--- src/hw/rtl/assert_macros.svh ---
// Assertion helpers for the delta filter codec.
// Each takes a label, clock, active-low reset, antecedent and consequent.
`ifndef ASSERT_MACROS_SVH
`define ASSERT_MACROS_SVH

`ifndef SYNTH

`define ASSERT_IMPLY(label, clk, rst_n, ante, cons) \
    label: assert property (@(posedge clk) disable iff (!rst_n) (ante) |-> (cons)) \
        else $error("assertion failed: same-cycle implication");

`define ASSERT_NEXT(label, clk, rst_n, ante, cons) \
    label: assert property (@(posedge clk) disable iff (!rst_n) (ante) |=> (cons)) \
        else $error("assertion failed: next-cycle implication");

`else

`define ASSERT_IMPLY(label, clk, rst_n, ante, cons)

`define ASSERT_NEXT(label, clk, rst_n, ante, cons)

`endif

`endif

--- src/hw/rtl/dfc_pkg.sv ---
`timescale 1ns / 1ps

package dfc_pkg;

    localparam logic [7:0]  MAGIC_BYTE  = 8'h80;
    localparam logic [7:0]  MAGIC_HALF  = 8'h81;
    localparam logic [23:0] LEN_MAX     = 24'hFF_FFFF;

    // header_index value once all four header bytes are in
    localparam logic [2:0]  HDR_DONE    = 3'd4;

    localparam int          MAX_RESULTS = 6;
    localparam int          CNT_W       = $clog2(MAX_RESULTS + 1);

    // status codes
    localparam logic [1:0]  ST_OK         = 2'd0;
    localparam logic [1:0]  ST_BAD_MAGIC  = 2'd1;
    localparam logic [1:0]  ST_BAD_LENGTH = 2'd2;
    localparam logic [1:0]  ST_TRUNCATED  = 2'd3;

    // config register indexes
    localparam logic [1:0]  REG_DIRECTION    = 2'd0;
    localparam logic [1:0]  REG_SAMPLE_WIDTH = 2'd1;
    localparam logic [1:0]  REG_ENCODE_LEN   = 2'd2;
    localparam logic [1:0]  REG_MAX_OUT_LEN  = 2'd3;

    typedef struct packed {
        logic [7:0] out_byte;
        logic       byte_valid;
        logic [1:0] status;
        logic       last;
    } t_result;

    // all results caused by one item, entry 0 goes out first
    typedef struct packed {
        t_result [MAX_RESULTS-1:0] ents;
        logic [CNT_W-1:0]          cnt;
    } t_burst;

endpackage

--- src/hw/rtl/dfc_step.sv ---
`timescale 1ns / 1ps

// Config registers, stream state and the per-item result list.
module dfc_step (
    input  logic                i_clk,
    input  logic                i_rst_n,
    input  logic                i_cfg_we,
    input  logic [1:0]          i_cfg_index,
    input  logic [23:0]         i_cfg_data,
    input  logic                i_load,
    input  logic [7:0]          i_in_byte,
    input  logic                i_end_of_stream,
    output dfc_pkg::t_burst     o_burst
);

    typedef struct packed {
        logic        direction;
        logic        sample_width;
        logic [23:0] encode_length;
        logic [23:0] max_output_length;
    } t_cfg;

    t_cfg        r_cfg;

    logic [2:0]  r_hidx,  n_hidx;
    logic [23:0] r_decl,  n_decl;
    logic [23:0] r_done,  n_done;
    logic [15:0] r_rv,    n_rv;
    logic [7:0]  r_held,  n_held;
    logic        r_pend,  n_pend;
    logic        r_failed, n_failed;

    logic                       complete;
    logic                       post_complete;
    logic [7:0]                 magic;
    logic [23:0]                len;
    logic [23:0]                dl;
    logic [23:0]                done1;
    logic [23:0]                done2;
    logic [7:0]                 sum8;
    logic [15:0]                val16;
    logic [15:0]                diff16;
    logic [dfc_pkg::CNT_W-1:0]  cnt;
    dfc_pkg::t_burst            burst;

    function automatic dfc_pkg::t_result mk(input logic [7:0] b, input logic v,
                                           input logic [1:0] st, input logic l);
        dfc_pkg::t_result r;
        r.out_byte   = b;
        r.byte_valid = v;
        r.status     = st;
        r.last       = l;
        return r;
    endfunction

    assign complete = (r_hidx == dfc_pkg::HDR_DONE) && (r_done >= r_decl);
    assign magic    = r_cfg.sample_width ? dfc_pkg::MAGIC_HALF : dfc_pkg::MAGIC_BYTE;
    assign done1    = r_done + 24'd1;
    assign done2    = r_done + 24'd2;
    assign sum8     = r_rv[7:0] + i_in_byte;
    assign dl       = (r_hidx == dfc_pkg::HDR_DONE) ? r_decl : r_cfg.encode_length;

    always_comb begin
        case (r_hidx)
            3'd1:    len = {r_decl[23:8], i_in_byte};
            3'd2:    len = {r_decl[23:16], i_in_byte, r_decl[7:0]};
            default: len = {i_in_byte, r_decl[15:0]};
        endcase
    end

    always_comb begin
        n_hidx   = r_hidx;
        n_decl   = r_decl;
        n_done   = r_done;
        n_rv     = r_rv;
        n_held   = r_held;
        n_pend   = r_pend;
        n_failed = r_failed;
        burst    = '0;
        cnt      = '0;
        val16    = '0;
        diff16   = '0;
        post_complete = 1'b0;

        if (!r_failed && !complete) begin
            if (!r_cfg.direction) begin
                // decode
                if (r_hidx != dfc_pkg::HDR_DONE) begin
                    if (r_hidx == 3'd0) begin
                        if (i_in_byte != magic) begin
                            burst.ents[cnt] = mk(8'd0, 1'b0, dfc_pkg::ST_BAD_MAGIC, 1'b1);
                            cnt = cnt + 1'b1;
                            n_failed = 1'b1;
                        end else begin
                            n_hidx = 3'd1;
                        end
                    end else begin
                        n_decl = len;
                        n_hidx = r_hidx + 3'd1;
                        if (r_hidx == 3'd3) begin
                            if (len == 24'd0 || len > r_cfg.max_output_length) begin
                                burst.ents[cnt] = mk(8'd0, 1'b0, dfc_pkg::ST_BAD_LENGTH, 1'b1);
                                cnt = cnt + 1'b1;
                                n_failed = 1'b1;
                            end else if (r_cfg.sample_width && len == 24'd1) begin
                                // lone odd byte: emit the zero tail right away
                                burst.ents[cnt] = mk(8'd0, 1'b1, dfc_pkg::ST_OK, 1'b1);
                                cnt = cnt + 1'b1;
                                n_done = 24'd1;
                            end
                        end
                    end
                end else if (!r_cfg.sample_width) begin
                    n_rv   = {8'd0, sum8};
                    n_done = done1;
                    burst.ents[cnt] = mk(sum8, 1'b1, dfc_pkg::ST_OK, done1 == r_decl);
                    cnt = cnt + 1'b1;
                end else if (!r_pend) begin
                    n_held = i_in_byte;
                    n_pend = 1'b1;
                end else begin
                    val16  = r_rv + {i_in_byte, r_held};
                    n_rv   = val16;
                    n_pend = 1'b0;
                    burst.ents[cnt] = mk(val16[7:0], 1'b1, dfc_pkg::ST_OK, 1'b0);
                    cnt = cnt + 1'b1;
                    burst.ents[cnt] = mk(val16[15:8], 1'b1, dfc_pkg::ST_OK, done2 == r_decl);
                    cnt = cnt + 1'b1;
                    if ((r_decl - done2) == 24'd1) begin
                        // odd length: pad with one zero byte
                        burst.ents[cnt] = mk(8'd0, 1'b1, dfc_pkg::ST_OK, 1'b1);
                        cnt = cnt + 1'b1;
                        n_done = done1 + 24'd2;
                    end else begin
                        n_done = done2;
                    end
                end
            end else begin
                // encode
                if (r_hidx != dfc_pkg::HDR_DONE && r_cfg.encode_length == 24'd0) begin
                    burst.ents[cnt] = mk(8'd0, 1'b0, dfc_pkg::ST_BAD_LENGTH, 1'b1);
                    cnt = cnt + 1'b1;
                    n_failed = 1'b1;
                end else begin
                    if (r_hidx != dfc_pkg::HDR_DONE) begin
                        burst.ents[cnt] = mk(magic, 1'b1, dfc_pkg::ST_OK, 1'b0);
                        cnt = cnt + 1'b1;
                        burst.ents[cnt] = mk(dl[7:0], 1'b1, dfc_pkg::ST_OK, 1'b0);
                        cnt = cnt + 1'b1;
                        burst.ents[cnt] = mk(dl[15:8], 1'b1, dfc_pkg::ST_OK, 1'b0);
                        cnt = cnt + 1'b1;
                        burst.ents[cnt] = mk(dl[23:16], 1'b1, dfc_pkg::ST_OK, 1'b0);
                        cnt = cnt + 1'b1;
                        n_hidx = dfc_pkg::HDR_DONE;
                        n_decl = dl;
                    end
                    n_done = done1;
                    if (!r_cfg.sample_width) begin
                        n_rv = {8'd0, i_in_byte};
                        burst.ents[cnt] = mk(i_in_byte - r_rv[7:0], 1'b1, dfc_pkg::ST_OK,
                                             done1 == dl);
                        cnt = cnt + 1'b1;
                    end else begin
                        n_held = r_pend ? r_held : i_in_byte;
                        if (!r_pend && done1 != dl) begin
                            n_pend = 1'b1;
                        end else begin
                            // full pair, or odd tail with a zero high byte
                            val16  = r_pend ? {i_in_byte, r_held} : {8'd0, i_in_byte};
                            diff16 = val16 - r_rv;
                            n_rv   = val16;
                            n_pend = 1'b0;
                            burst.ents[cnt] = mk(diff16[7:0], 1'b1, dfc_pkg::ST_OK, 1'b0);
                            cnt = cnt + 1'b1;
                            burst.ents[cnt] = mk(diff16[15:8], 1'b1, dfc_pkg::ST_OK,
                                                 done1 == dl);
                            cnt = cnt + 1'b1;
                        end
                    end
                end
            end

            post_complete = (n_hidx == dfc_pkg::HDR_DONE) && (n_done >= n_decl);
            if (i_end_of_stream && !n_failed && !post_complete) begin
                burst.ents[cnt] = mk(8'd0, 1'b0, dfc_pkg::ST_TRUNCATED, 1'b1);
                cnt = cnt + 1'b1;
            end
        end
        burst.cnt = cnt;
    end

    assign o_burst = burst;

    always_ff @(posedge i_clk) begin
        if (!i_rst_n) begin
            r_cfg.direction         <= 1'b0;
            r_cfg.sample_width      <= 1'b0;
            r_cfg.encode_length     <= 24'd0;
            r_cfg.max_output_length <= dfc_pkg::LEN_MAX;
        end else if (i_cfg_we) begin
            unique case (i_cfg_index)
                dfc_pkg::REG_DIRECTION:    r_cfg.direction         <= i_cfg_data[0];
                dfc_pkg::REG_SAMPLE_WIDTH: r_cfg.sample_width      <= i_cfg_data[0];
                dfc_pkg::REG_ENCODE_LEN:   r_cfg.encode_length     <= i_cfg_data;
                dfc_pkg::REG_MAX_OUT_LEN:  r_cfg.max_output_length <= i_cfg_data;
                default: ;
            endcase
        end
    end

    // stream state: cleared by reset, any config write and end of stream
    always_ff @(posedge i_clk) begin
        if (!i_rst_n || i_cfg_we || (i_load && i_end_of_stream)) begin
            r_hidx   <= 3'd0;
            r_decl   <= 24'd0;
            r_done   <= 24'd0;
            r_rv     <= 16'd0;
            r_held   <= 8'd0;
            r_pend   <= 1'b0;
            r_failed <= 1'b0;
        end else if (i_load) begin
            r_hidx   <= n_hidx;
            r_decl   <= n_decl;
            r_done   <= n_done;
            r_rv     <= n_rv;
            r_held   <= n_held;
            r_pend   <= n_pend;
            r_failed <= n_failed;
        end
    end

endmodule

--- src/hw/rtl/dfc_burst.sv ---
`timescale 1ns / 1ps

// Result register: holds one item's results and hands them out one a cycle while the output is not stalled.
module dfc_burst (
    input  logic                        i_clk,
    input  logic                        i_rst_n,
    input  logic                        i_load,
    input  dfc_pkg::t_burst             i_burst,
    input  logic                        i_out_stall,
    output logic                        o_out_valid,
    output dfc_pkg::t_result            o_head,
    output logic [dfc_pkg::CNT_W-1:0]   o_cnt,
    output logic                        o_can_load
);

    dfc_pkg::t_result [dfc_pkg::MAX_RESULTS-1:0] r_ent;
    logic [dfc_pkg::CNT_W-1:0]                  r_cnt;
    logic                                       pop;

    assign o_out_valid = (r_cnt != '0);
    assign pop         = o_out_valid && !i_out_stall;
    assign o_can_load  = (r_cnt == '0) || ((r_cnt == dfc_pkg::CNT_W'(1)) && !i_out_stall);
    assign o_head      = r_ent[0];
    assign o_cnt       = r_cnt;

    always_ff @(posedge i_clk) begin
        if (!i_rst_n) begin
            r_cnt <= '0;
        end else if (i_load) begin
            r_cnt <= i_burst.cnt;
        end else if (pop) begin
            r_cnt <= r_cnt - 1'b1;
        end
    end

    always_ff @(posedge i_clk) begin
        if (i_load) begin
            r_ent <= i_burst.ents;
        end else if (pop) begin
            for (int i = 0; i < dfc_pkg::MAX_RESULTS - 1; i++) begin
                r_ent[i] <= r_ent[i+1];
            end
        end
    end

endmodule

--- src/hw/rtl/delta_filter_codec.sv ---
`timescale 1ns / 1ps
`include "assert_macros.svh"

// Channel   Dir  Handshake               Payload
// in        in   i_in_valid/o_in_stall   i_in_byte, i_end_of_stream
// out       out  o_out_valid/i_out_stall o_out_byte, o_byte_valid, o_status, o_last
// cfg       in   i_cfg_we                i_cfg_index, i_cfg_data
//
// One item per cycle when items make at most one result and the output is not
// stalled; an item with more results (header bytes, halfword pairs, status)
// holds the input until the result register, which drains one entry a cycle,
// is at its last entry. An item's first result shows the cycle after it is taken.
// Reset is synchronous, active low; it clears config and stream state.
// An output stall holds the head result and stalls the input once one
// result is left in the register.
module delta_filter_codec (
    input  logic        i_clk,
    input  logic        i_rst_n,
    // config write port
    input  logic        i_cfg_we,
    input  logic [1:0]  i_cfg_index,
    input  logic [23:0] i_cfg_data,
    // input items
    input  logic        i_in_valid,
    output logic        o_in_stall,
    input  logic [7:0]  i_in_byte,
    input  logic        i_end_of_stream,
    // result items
    output logic        o_out_valid,
    input  logic        i_out_stall,
    output logic [7:0]  o_out_byte,
    output logic        o_byte_valid,
    output logic [1:0]  o_status,
    output logic        o_last
);

    dfc_pkg::t_burst                w_burst;
    dfc_pkg::t_result               w_head;
    logic [dfc_pkg::CNT_W-1:0]      w_cnt;
    logic                           w_can_load;
    logic                           w_accept;

    // item is taken when the result register is empty or about to be
    assign o_in_stall = !w_can_load;
    assign w_accept   = i_in_valid && w_can_load;

    dfc_step u_step (
        .i_clk           (i_clk),
        .i_rst_n         (i_rst_n),
        .i_cfg_we        (i_cfg_we),
        .i_cfg_index     (i_cfg_index),
        .i_cfg_data      (i_cfg_data),
        .i_load          (w_accept),
        .i_in_byte       (i_in_byte),
        .i_end_of_stream (i_end_of_stream),
        .o_burst         (w_burst)
    );

    dfc_burst u_burst (
        .i_clk       (i_clk),
        .i_rst_n     (i_rst_n),
        .i_load      (w_accept),
        .i_burst     (w_burst),
        .i_out_stall (i_out_stall),
        .o_out_valid (o_out_valid),
        .o_head      (w_head),
        .o_cnt       (w_cnt),
        .o_can_load  (w_can_load)
    );

    assign o_out_byte   = w_head.out_byte;
    assign o_byte_valid = w_head.byte_valid;
    assign o_status     = w_head.status;
    assign o_last       = w_head.last;

    // error and truncation reports are status-only, and always end the stream
    `ASSERT_IMPLY(a_status_last, i_clk, i_rst_n, o_out_valid && o_status != dfc_pkg::ST_OK, o_last && !o_byte_valid)
    // status-only results carry a zero byte
    `ASSERT_IMPLY(a_status_zero, i_clk, i_rst_n, o_out_valid && !o_byte_valid, o_out_byte == 8'd0)
    // the result register never holds more than one item's results
    `ASSERT_IMPLY(a_cnt_bound, i_clk, i_rst_n, 1'b1, w_cnt <= dfc_pkg::CNT_W'(dfc_pkg::MAX_RESULTS))
    // a drained result without a new item shortens the queue by one
    `ASSERT_NEXT(a_pop_count, i_clk, i_rst_n, o_out_valid && !i_out_stall && !w_accept, w_cnt == $past(w_cnt) - 1'b1)

endmodule

--- config.mk ---
export PLATFORM = sky130hd
export DESIGN_NAME = delta_filter_codec
export DESIGN_NICKNAME = d
export VERILOG_FILES = /design/src/hw/rtl/dfc_pkg.sv /design/src/hw/rtl/dfc_step.sv /design/src/hw/rtl/dfc_burst.sv /design/src/hw/rtl/delta_filter_codec.sv
export VERILOG_INCLUDE_DIRS = /design/src /design/src/hw/rtl
export SDC_FILE = /design/constraint.sdc
export NUM_CORES = 1
export LEC_CHECK = 0
export ABC_AREA = 1
export BUFFER_PORTS_ARGS = -buffer_cell sky130_fd_sc_hd__buf_2
export CORE_ASPECT_RATIO = 0.8
export CORE_UTILIZATION = 25
export DETAILED_ROUTE_END_ITERATION = 10
export PLACE_DENSITY_LB_ADDON = 0.2
export SYNTH_ARGS = -nofsm -noshare
export SYNTH_HDL_FRONTEND = slang
export SYNTH_SLANG_ARGS = --single-unit
--- constraint.sdc ---
create_clock -name i_clk -period 12.7 [get_ports i_clk]
set_input_delay 0.635 -clock i_clk [delete_from_list [all_inputs] [get_ports i_clk]]
set_output_delay 0.635 -clock i_clk [all_outputs]
set_load 0.01 [all_outputs]
After elaboration in Yosys (flattened, before gate mapping)
Index checks and enable logic that the tools add are counted.
- $add $sub $neg: 13
- $lt $le $gt $ge: 9
- equal/unequal tests: 21
- mux-type cells: 113
- bitwise gates (word level): 3
- reductions and logical operators: 42
- operator list (operator ; number):
    $mux 24 ; 20
    $mux 60 ; 4
    $bwmux 72 ; 3
    $mux 72 ; 3
    $mux 48 ; 4
    $mux 36 ; 5
    $mux 16 ; 8
    $demux 12 s3 ; 3
    $mux 12 ; 9
    $mux 3 ; 26
    $eq 24x24->1 ; 3
    $and 54x54->54 ; 1
    $not 54->54 ; 1
    $add 24x2->24 const B ; 2
    $eq 24x1->1 const B ; 2
    $ge 24x24->1 ; 2
    $logic_not 24->1 ; 2
    $pmux 24 s2 ; 1
    $mux 8 ; 5
    $add 24x1->24 const B ; 1
    $gt 24x24->1 ; 1
    $ne 24x24->1 ; 1
    $sub 24x24->24 ; 1
    $mux 1 ; 19
    other kinds (32) ; 74
- flip-flop bits (word level): 202
- input port bits: 40
- logic and storage cells: 237

Longest topological paths before layout
- word-level depth: 21
- depth in mapped cells: 45
- mapped depth without buffers: 44

Cells and area by module
Synthesis repeated with hierarchy kept, for this count alone.
- cell total of the unflattened synthesis: 3265
- area, all modules: 20365.8 µm²
- by module, submodules not included (module ; instances ; cells each ; area an instance (µm²) ; sequential area each (µm²)):
    dfc_step ; 1 ; 2946 ; 17120.2 ; 2542.4
    dfc_burst ; 1 ; 316 ; 3234.4 ; 2222.1
    delta_filter_codec ; 1 ; 3 ; 11.3 ; 0.0

Least setup slack after synthesis
No wires, ideal clock.
- path kind: reg-to-reg
- start: register u_step.r_done[1]
- end: register u_burst.r_ent[58] (netlist name), data pin
- setup time: 0.254 ns
- data arrival time: 4.797 ns
- data required time: 12.446 ns
- slack: 7.650 ns
- stages on the path, launching flop included: 40
- path buffers: 1
- period minus slack after synthesis: 5.050 ns
- cell sequence: dfxtp_1 > ha_1 > inv_1 > nor2_4 > nand2_2 > nor2_2 > xor2_1 > inv_1 > ha_1 > nand2_1 > nor2_1 > nand2_1 > nor2_1 > nand2_1 > nand3_1 > inv_1 > nand3_1 > nand2_1 > [... 4 more ...] > o21ai_0 > o21ai_0 > nand3_1 > nand2_1 > inv_1 > ha_1 > a21oi_1 > o21ai_0 > nand2_1 > o211ai_1 > nand3_1 > nand4_1 > nand3_1 > nand4_2 > nor3b_4 > nand2_4 > nand3_1 > nand2_1
- word-level cells in the longest chain between the ends: 18
- RTL lines (what ; line ; RTL):
    start, declared ; dfc_step.sv:27 ; logic [23:0] r_done, n_done;
    start signal, assigned ; dfc_step.sv:224 ; r_done <= n_done;
    parallel branches: the longest is 16 deep, another holds $add 24x2->24 ; -- ;
    $mux 60 * ; dfc_step.sv:85 ; if (!r_failed && !complete) begin
    $mux 60 * ; dfc_burst.sv:37 ; if (i_load) begin
    end signal, assigned ; dfc_burst.sv:38 ; r_ent <= i_burst.ents;
    end signal, assigned by index ; dfc_burst.sv:41 ; r_ent[i] <= r_ent[i+1];
    end, declared ; dfc_burst.sv:16 ; dfc_pkg::t_result [dfc_pkg::MAX_RESULTS-1:0] r_ent;
Mark *: on every way between the ends. The select of a mux whose other input is x is not followed.
A chain may end at the register's enable or synchronous reset.

Worst setup path after layout
- start: register u_step.r_done[2]
- end: register u_burst.r_ent (netlist bit u_burst.o_head[2]), data pin
- word-level cells in the longest chain between the ends: 17
- RTL lines (what ; line):
    parallel branches: the longest is 15 deep, another holds $add 24x2->24 ; --
    $mux 60 * ; dfc_step.sv:85
    $mux 60 * ; dfc_burst.sv:37
Marks and branches as above.

==> impl_metrics.json <==
{
  "clk_latency_ns": 0.47,
  "path_max_fanout": 13,
  "clockBufferDepth": 2,
  "grt_pass1_wl_um": 123600,
  "place_congestion": 0.9490,
  "drc_errors": 6,
  "crit_top_cell": "nand2_1",
  "final.setup_skew_ns": 0.01364,
  "avgSynthCellArea_um2": 6.398,
  "ir_drop_v": 0.00009393,
  "met2_usage_pct": 29.73,
  "vias": 20491,
  "post-place-ws_ns": 5.426,
  "rsz0062_at_grt": "no",
  "antenna_found_initial": 3,
  "cts_setup_buffers": 0,
  "numCtsBuffers": 17,
  "die_area_um2": 79380,
  "status": "complete, but fails checks",
  "holdPathEnd": "u_step.r_cfg[7]$_SDFFE_PN1P_",
  "fin_crit_sh_pct": 60.16,
  "min_period_ns": 7.640,
  "grt_max_degree": 96,
  "via_per_inst": 5.048,
  "synth_edf_count": 67,
  "grt_util_met3_pct": 3.627,
  "htreeDepth": 4,
  "layout-drive-gt1-share_pct": 6.884,
  "critPathSlowestCell": "nor2_2",
  "busiest_layer": "met1",
  "root_buffer": "clkbuf_16",
  "crit_start": "u_step.r_done[2]$_SDFFE_PP0P_",
  "cp-start-kind": "flop",
  "grt_overflow_total": 0,
  "setup_viol": 0,
  "start_util_pct": 25.31,
  "antenna_cells": 0,
  "r2r_cells": 35,
  "synth_fp_nets": 3255,
  "violations": "design-rule violations",
  "postCtsHoldBufs": 0,
  "layout-area-overhead-vs-synth_pct": 9.126,
  "die_h_um": 252.2,
  "max_freq_ghz": 0.1309,
  "slew_viol_final": 0,
  "grtUsageMet1_pct": 31.96,
  "cp.arrival_ns": 7.86,
  "ios": 54,
  "cap_violations": 0,
  "tritoncts": "built",
  "netlist_instances": 3058,
  "track_usage_pct": 20.80,
  "ys_ff_latch": 197,
  "layout_common_cells": "712 x nand2_1, 441 x inv_1, 231 x nor2_1, 230 x o21ai_0, 228 x a21oi_1",
  "ys_warn_count": 0,
  "cts_resized": 0,
  "min_path_cells": 3,
  "routed_wl_um": 84100,
  "r2r-start": "u_step.r_done[2]$_SDFFE_PP0P_",
  "worst_slack_ns": 5.060,
  "synth_ff_type": "dfxtp_1",
  "syn_area_um2": 19560,
  "final_common_cell": "nand2_1",
  "seq_area_um2": 4616,
  "grt_pass1_vias": 18399,
  "layout.nets": 3220,
  "ys_seq_area_share_pct": 23.59,
  "row_count": 91,
  "synth_async_sr_flop_share_pct": 0,
  "power_density_nw_per_um2": 167.1,
  "path_clk_slew_ns": 0.08,
  "r2r-end": "u_burst.o_head[2]$_DFFE_PP_",
  "synth_cell_types": 64,
  "fin_setup_tns_ns": 0,
  "postRouteAntennaNets": 0,
  "slowest_delay_ns": 0.64,
  "nFillCells": 8732,
  "stdcell_area_um2": 21350,
  "path_class": "reg -> reg",
  "hpwl_um": 66470,
  "multi_input_area_um2": 12640,
  "dr.pass1.iters": 9,
  "r2r_slack_ns": 5.06,
  "coreArea_um2": 77310,
  "die_x_um": 314.8,
  "drtIter0Drc": 2249,
  "hold_viol": 0,
  "cp.required_ns": 12.92,
  "slew-limit-headroom_pct": 20.01,
  "hp-start": "i_cfg_data[7]",
  "leakage_nw": 10.08,
  "portBuffers": 53,
  "end_kind": "flop",
  "numClockSinks": 197,
  "place_area_um2": 20700,
  "wl_per_cell_um": 20.72,
  "tightest_slew_ns": 1.199,
  "fin_util_pct": 27.61,
  "hold_path_class": "in -> reg"
}
stage by stage:
stage | hold slack, ns | total power (W) | std cells
final | 0.3955 | 0.003567 | 4059
after global routing | 0.3888 | 0.003848 | 4059
after CTS | 0.3783 | 0.003544 | 4059
after detailed placement | 0.4794 | 0.002902 | 4027
after global placement | 0.4770 | 0.002923 | 4027
after floorplan | 0.4435 | 0.002283 | 3058
worst max-delay path by stage:
stage                                       end  slack [ns]  cells after the start
floorplan           u_burst.r_ent[58]$_DFFE_PP_        7.65                     39
global placement    u_burst.o_head[2]$_DFFE_PP_        5.38                     35
detailed placement  u_burst.o_head[2]$_DFFE_PP_        5.43                     35
CTS                 u_burst.o_head[2]$_DFFE_PP_        5.38                     35
global route        u_burst.o_head[1]$_DFFE_PP_        4.64                     35
finish              u_burst.o_head[2]$_DFFE_PP_        5.06                     35
worst max-delay path, delay by kind of cell (launching register included):
family                     cells  cell delay (ns)
DFF                            1             0.58
and+or+nand+nor               24             4.70
xor gates and xnor gates       1             0.38
adders and majority gates      2             0.69
buffers and inverters          4             0.36
AOI/OAI and AO/OA              4             0.65
flip-flops by register name, summed over array words and instances, names as in the netlist, 8 cells and up:
name / count
u_burst.r_ent: 55
u_step.r_cfg: 50
u_step.r_decl: 24
u_step.r_done: 24
u_step.r_rv: 16
u_burst.o_head: 12
u_step.r_held: 8
cells by family (layout without fill, tap and decap cells):
kind of cell | Yosys count | count (layout) | synth area share (%)
AO/OA/AOI/OAI | 673 | 673 | 19.31
XOR/XNOR | 111 | 111 | 5.123
adder cells (fa/ha/maj) | 157 | 157 | 10.23
buffers and inverters | 590 | 568 | 11.91
flip-flops | 197 | 197 | 23.59
AND/OR/NAND/NOR | 1330 | 1330 | 29.84
layout make-up:
class                      count  area share (%)
inverter                     460           8.088
clock buffer                  17           1.993
sequential                   197           21.62
clock inverter                15           1.043
multi-input combinational   2271           59.21
tap                         1023           5.995
timing repair buffer          76           2.051
power by group:
group | total, W | leakage, nW | internal, W | switching (W)
registers | 0.000971 | 1.74 | 0.000849 | 0.000123
clock network | 0.000635 | 0.316 | 0.000352 | 0.000282
logic | 0.00196 | 8.03 | 0.000578 | 0.00138
Yosys cell counts (43+ instances only):
cell type  instances  area [um2]
inv_1            443        1663
dfxtp_1          130        2603
xor2_1            90       788.3
nand2_1          713        2676
nand4_1           56       350.3
edfxtp_1          67        2012
nor2_1           232       870.8
o22ai_1           43       269.0
o21ai_0          230        1151
nor3_1            51       255.2
clkbuf_1          80       300.3
nand3_1          176       880.8
a21oi_1          228        1141
ha_1             152        1902
o21ai_1           57       285.3
per-layer routing:
layer  vias up  wire length [um]
met3        77              6520
met1      9592             41880
met4         0              1471
met2       759             34230
met5         -                 0
li1      10063                 -
No activity file was read; power rests on OpenSTA's default activity.
